## src/hw/rtl/bmpu_pkg.sv

```systemverilog
// Shared types and constants for the BMP pixel unpacker.
// Used by bmpu_walker and bmp_pixel_unpacker; depends on nothing else.
package bmpu_pkg;

	localparam int MAX_WIDTH     = 4096;
	localparam int MAX_HEIGHT    = 4096;
	localparam int PALETTE_DEPTH = 256;

	localparam int DIM_W   = 13;                         // image_width / image_height
	localparam int COORD_W = 12;                         // pixel_row / pixel_col
	localparam int BIR_W   = 14;                         // byte position inside a stored row
	localparam int COL_W   = 14;                         // column counter
	localparam int ROWB_W  = 15;                         // row length in bytes, up to 16384
	localparam int PAL_AW  = $clog2(PALETTE_DEPTH);

	localparam logic [DIM_W-1:0] MAX_WIDTH_C  = DIM_W'(MAX_WIDTH);
	localparam logic [DIM_W-1:0] MAX_HEIGHT_C = DIM_W'(MAX_HEIGHT);

	// Pixel modes.
	localparam logic [1:0] MODE_PAL8  = 2'd0;
	localparam logic [1:0] MODE_RGB24 = 2'd1;
	localparam logic [1:0] MODE_RGB32 = 2'd2;

	// Input operations.
	localparam logic OP_PAL_WRITE = 1'b0;
	localparam logic OP_BODY      = 1'b1;

	// Configuration register indexes.
	localparam logic [1:0] REG_PIXEL_MODE   = 2'd0;
	localparam logic [1:0] REG_IMAGE_WIDTH  = 2'd1;
	localparam logic [1:0] REG_IMAGE_HEIGHT = 2'd2;
	localparam logic [1:0] REG_TOP_DOWN     = 2'd3;

	localparam logic [7:0] ALPHA_OPAQUE = 8'hFF;

	typedef struct packed {
		logic [1:0]       mode;
		logic [DIM_W-1:0] width;     // already clamped to 1..MAX_WIDTH
		logic [DIM_W-1:0] height;    // already clamped to 1..MAX_HEIGHT
		logic             top_down;
	} cfg_t;

	typedef struct packed {
		logic [COORD_W-1:0] row;
		logic [COORD_W-1:0] col;
		logic [7:0]         c0;
		logic [7:0]         c1;
		logic [7:0]         c2;
		logic               last;
		logic               use_pal;  // channels come from the palette read
	} pix_meta_t;

endpackage

```

## src/hw/rtl/bmpu_walker.sv

```systemverilog
// Row and pixel position tracking for the BMP pixel unpacker: byte gathering,
// padding skip and destination coordinates. Depends on bmpu_pkg.
module bmpu_walker (
	input  logic                clk,
	input  logic                arst_n,
	input  bmpu_pkg::cfg_t      cfg,
	input  logic                step,       // a body byte is accepted
	input  logic [7:0]          body_byte,
	output logic                emit,       // this byte completes a pixel
	output bmpu_pkg::pix_meta_t meta
);

	logic [23:0]                   gather_q;
	logic [1:0]                    bip_q;
	logic [bmpu_pkg::BIR_W-1:0]    bir_q;
	logic [bmpu_pkg::COL_W-1:0]    col_q;
	logic [bmpu_pkg::COORD_W-1:0]  rc_q;

	logic                          mode_ok;
	logic [2:0]                    bpp;
	logic [bmpu_pkg::ROWB_W-1:0]   w_ext;
	logic [bmpu_pkg::ROWB_W-1:0]   data_bytes;
	logic [bmpu_pkg::ROWB_W-1:0]   row_bytes;
	logic [bmpu_pkg::ROWB_W-1:0]   bir_inc;
	logic                          in_data;
	logic                          complete;
	logic                          row_end;
	logic [bmpu_pkg::DIM_W-1:0]    rc_ext;
	logic [bmpu_pkg::DIM_W-1:0]    rc_inc;
	logic [bmpu_pkg::DIM_W-1:0]    row_full;
	logic [bmpu_pkg::ROWB_W-1:0]   col_inc;
	logic [23:0]                   gather_nxt;

	always_comb begin
		w_ext      = bmpu_pkg::ROWB_W'(cfg.width);
		mode_ok    = 1'b1;
		bpp        = 3'd0;
		data_bytes = '0;
		unique case (cfg.mode)
			bmpu_pkg::MODE_PAL8: begin
				bpp        = 3'd1;
				data_bytes = w_ext;
			end
			bmpu_pkg::MODE_RGB24: begin
				bpp        = 3'd3;
				data_bytes = w_ext + (w_ext << 1);
			end
			bmpu_pkg::MODE_RGB32: begin
				bpp        = 3'd4;
				data_bytes = w_ext << 2;
			end
			default: begin
				mode_ok = 1'b0;
			end
		endcase
		row_bytes = (data_bytes + bmpu_pkg::ROWB_W'(3)) & ~bmpu_pkg::ROWB_W'(3);
		bir_inc   = bmpu_pkg::ROWB_W'(bir_q) + bmpu_pkg::ROWB_W'(1);
		in_data   = bmpu_pkg::ROWB_W'(bir_q) < data_bytes;
		complete  = ({1'b0, bip_q} + 3'd1) >= bpp;
		row_end   = bir_inc >= row_bytes;
		emit      = step && mode_ok && in_data && complete;

		rc_ext = bmpu_pkg::DIM_W'(rc_q);
		rc_inc = rc_ext + bmpu_pkg::DIM_W'(1);
		if (cfg.top_down) begin
			row_full = rc_ext;
		end else if (rc_ext < cfg.height) begin
			row_full = cfg.height - bmpu_pkg::DIM_W'(1) - rc_ext;
		end else begin
			row_full = '0;
		end
		col_inc = bmpu_pkg::ROWB_W'(col_q) + bmpu_pkg::ROWB_W'(1);

		case (bip_q)
			2'd0:    gather_nxt = gather_q | {16'h0000, body_byte};
			2'd1:    gather_nxt = gather_q | {8'h00, body_byte, 8'h00};
			2'd2:    gather_nxt = gather_q | {body_byte, 16'h0000};
			default: gather_nxt = gather_q;
		endcase

		meta.row     = row_full[bmpu_pkg::COORD_W-1:0];
		meta.col     = col_q[bmpu_pkg::COORD_W-1:0];
		meta.last    = (col_inc >= bmpu_pkg::ROWB_W'(cfg.width)) && (rc_inc >= cfg.height);
		meta.use_pal = (cfg.mode == bmpu_pkg::MODE_PAL8);
		if (cfg.mode == bmpu_pkg::MODE_RGB24) begin
			// Stored order is blue, green, red; the last byte arrives live.
			meta.c0 = body_byte;
			meta.c1 = gather_q[15:8];
			meta.c2 = gather_q[7:0];
		end else begin
			meta.c0 = gather_q[7:0];
			meta.c1 = gather_q[15:8];
			meta.c2 = gather_q[23:16];
		end
	end

	always_ff @(posedge clk or negedge arst_n) begin
		if (!arst_n) begin
			gather_q <= '0;
			bip_q    <= '0;
			bir_q    <= '0;
			col_q    <= '0;
			rc_q     <= '0;
		end else if (step && mode_ok) begin
			if (row_end) begin
				bir_q    <= '0;
				bip_q    <= '0;
				gather_q <= '0;
				col_q    <= '0;
				if (rc_inc >= cfg.height) begin
					rc_q <= '0;
				end else begin
					rc_q <= rc_inc[bmpu_pkg::COORD_W-1:0];
				end
			end else begin
				bir_q <= bir_inc[bmpu_pkg::BIR_W-1:0];
				if (in_data) begin
					if (complete) begin
						col_q    <= col_inc[bmpu_pkg::COL_W-1:0];
						bip_q    <= '0;
						gather_q <= '0;
					end else begin
						gather_q <= gather_nxt;
						bip_q    <= bip_q + 2'd1;
					end
				end
			end
		end
	end

endmodule

```

## config.mk

```make
export PLATFORM = sky130hd
export DESIGN_NAME = bmpu_walker
export DESIGN_NICKNAME = d
export VERILOG_FILES = /design/src/hw/rtl/bmpu_pkg.sv /design/src/hw/rtl/bmpu_walker.sv
export SDC_FILE = /design/constraint.sdc
export NUM_CORES = 1
export LEC_CHECK = 0
export BUFFER_PORTS_ARGS = -buffer_cell sky130_fd_sc_hd__buf_2
export CAP_MARGIN = 20
export CELL_PAD_IN_SITES_DETAIL_PLACEMENT = 0
export CELL_PAD_IN_SITES_GLOBAL_PLACEMENT = 1
export CORE_MARGIN = 2
export CORE_UTILIZATION = 49
export CTS_BUF_LIST = sky130_fd_sc_hd__clkbuf_8
export CTS_CLUSTER_DIAMETER = 80
export CTS_CLUSTER_SIZE = 12
export DETAILED_ROUTE_END_ITERATION = 8
export GPL_TIMING_DRIVEN = 1
export PLACE_DENSITY = 0.95
export SETUP_SLACK_MARGIN = 0.15
export SYNTH_ARGS = -nofsm -noshare
export SYNTH_HDL_FRONTEND = slang
export SYNTH_SLANG_ARGS = --single-unit
```

## constraint.sdc

```tcl
create_clock -name clk -period 7.8 [get_ports clk]
set_clock_uncertainty 0.1 [all_clocks]
set_input_delay 0 -clock clk [delete_from_list [all_inputs] [get_ports clk]]
set_output_delay 0 -clock clk [all_outputs]
set_load 0.02 [all_outputs]
```

==> qor.yml <==
status: "finished clean"
firstDrtPassIters: 5
synth_area_leaders: "dfrtp_1 24%, ha_1 18%, nand2_1 5.7%, xnor2_1 4.1%, nor2_1 3.5%"
postRouteAntennaNets: 0
grt_pass1_vias: 5669
drc: 0
vdd_drop_max_v: 0.000185
yosysUniqueCellTypes: 69
ioPinCount: 91
max_freq_mhz: 174
yosysMostFrequentCell: "nand2_1"
cp.required_ns: 7.97
clk_pin_slew_ns: 0.08
cts.sinks: 66
fin_crit_ns: 5.73
syn_area_um2: 6900
fin_util: 0.551
drive_gt1_frac: 0.129
setup_tns_ns: 0
grt_max_degree: 67
synth_commonest_cells: "104 x nand2_1, 98 x ha_1, 66 x dfrtp_1, 65 x nor2_1, 54 x inv_1"
dr_total_vias: 6299
synth_top_area_cell: "dfrtp_1"
dieHeight_um: 123
dieArea_um2: 15000
wirelength_um: 16700
power_frac_clock: 0.156
cellPowerDensity_nw_per_um2: 233
rows: 43
antennaDiodeCount: 0
cts_max_level: 3
ys_ff_latch: 66
core-area_um2: 13800
tritoncts: "built"
relSlewSlack: 0.439
end_kind: "register"
nNetsFinal: 1057
synth_top_area_frac: 0.239
wl_per_cell_um: 15.2
critPathLaunchType: "primary input"
worst-path-max-fanout: 23
cts_made_buffers: 9
synth_cells: 849
finalHoldViolations: 0
drv_slew: 0
antenna_found_initial: 1
grt_pass1_wl_um: 27600
yosys_warnings: 0
power.share.sequential: 0.309
synth_flop_cell: "dfrtp_1"
p_comb_frac: 0.535
areaGrowthSynthToFinish_pct: 10.5
place_congestion: 0.913
dp_hpwl_um: 12700
synth_edf_count: 0
critPathArrivalTime_ns: 5.90
finalSetupViolations: 0
worstHoldPathType: "in2reg"
syn_nets: 989
cts_setup_buffers: 0
rsz0062_at_grt: "no"
leakagePower_nw: 3.88
seq_area_frac_synth: 0.239
ctsResizeCount: 0
start_util: 0.499
avgSynthCellArea_um2: 8.12
die_x_um: 123
cts_buffer_depth: 2
worstMarginPinSlew_ns: 0.841
fin_crit_sh: 0.735
maxCapViolCount: 0
grt_overflow_total: 0
r2r_slack_ns: 3.64
swShare: 0.463
drt_iter0_drc: 397
viasPerCell: 5.73
port_buffers: 90
clk_latency_ns: 0.35
criticalPathCategory: "in2reg"
ys_async_sr_fraction: 1.00
root_buffer: "clkbuf_8"
grtUsageTotal: 0.225
p_int_mw: 0.955
power_switching_mw: 0.825
==> flip-flops by register name (all words and copies together), names as in the netlist <==
name / cells
gather_q: 24
col_q: 14
bir_q: 14
bip_q: 2
rc_q: 12
==> timing repair <==
item                       in CTS  in global routing
hold buffers                    9                  0
hold endpoints to repair       90                  0
setup endpoints to repair       0                  0
==> worst max-delay path, stage by stage <==
cell and delay (ns):
buf_2 0.31, nor2b_4 0.55, inv_2 0.33, o32a_1 0.47, or4_4 0.53, a211o_1 0.37
nor3_4 0.23, or4b_1 0.57, nor2_1 0.16, xor2_1 0.17, ha_1 0.26, a21o_1 0.18
a21o_1 0.16, a21oi_1 0.13, o21ai_0 0.14, o21ai_1 0.62, o31a_1 0.46, a21oi_1 0.07
o21ai_0 0.16
==> layout by cell type, fill, tap and decap left out, types with 31 or more instances in the layout <==
master	netlist	final
xnor2_1	32	32
o21ai_0	42	42
nand2_1	104	104
nor2_1	65	65
ha_1	98	98
dfrtp_1	66	66
inv_1	54	56
a31oi_1	31	31
a21oi_1	42	42
buf_2	1	90
nand3_1	31	31
==> through the flow <==
stage | setup slack, ns | power, mW | hold WS, ns | instance area (um^2) | instances
after floorplan | 2.34 | 1.26 | -0.396 | 6900 | 849
after global placement | 1.90 | 1.49 | 0.145 | 7360 | 1077
after detailed placement | 1.73 | 1.50 | 0.150 | 7360 | 1077
after CTS | 2.08 | 1.79 | 0.199 | 7620 | 1100
after global routing | 1.60 | 1.93 | 0.267 | 7620 | 1100
final | 2.07 | 1.78 | 0.217 | 7620 | 1100
==> cells by family after synthesis <==
logic type                 Yosys count  synth area share
AOI/OAI and AO/OA                  221             0.215
xor gates and xnor gates            54            0.0686
adders and majority gates          100             0.184
buffers and inverters              101            0.0660
DFF                                 66             0.239
muxes                               17            0.0252
and+or+nand+nor                    290             0.202
==> per-layer routing <==
metal / wire length (um) / track usage / up-vias
li1: - / - / 3175
met4: 106 / 0.0388 / 0
met5: 0 / 0 / -
met1: 8090 / 0.319 / 2970
met3: 711 / 0.0349 / 8
met2: 7810 / 0.367 / 146
==> power groups by stage <==
| stage | logic (mW) | registers [mW] | clock network (mW) |
|---|---|---|---|
| floorplan | 0.741 | 0.516 | 0 |
| global placement | 0.934 | 0.552 | 0 |
| detailed placement | 0.950 | 0.551 | 0 |
| CTS | 0.954 | 0.548 | 0.284 |
| global route | 1.07 | 0.567 | 0.299 |
| finish | 0.952 | 0.549 | 0.278 |
==> area by class of cell <==
cell class,count,area (um^2)
clock buffers,9,124
flip-flops and latches,66,1650
inverters,55,206
clock inverters,5,50.0
repair buffers,103,571
fillers,1353,6200
well taps,180,225
multi-input cells,682,4800
==> final timing paths <==
path / start / cells past startpoint / end
max: cfg[27] / 19 / col_q[13]
min: cfg[13] / 6 / rc_q[2]
max reg2reg: bir_q[0] / 15 / col_q[13]
min reg2reg: gather_q[10] / 2 / gather_q[10]
max in group asynchronous: arst_n / 3 / bir_q[3]
min in group asynchronous: arst_n / 3 / col_q[2]
(Power assumes the default switching activity.)
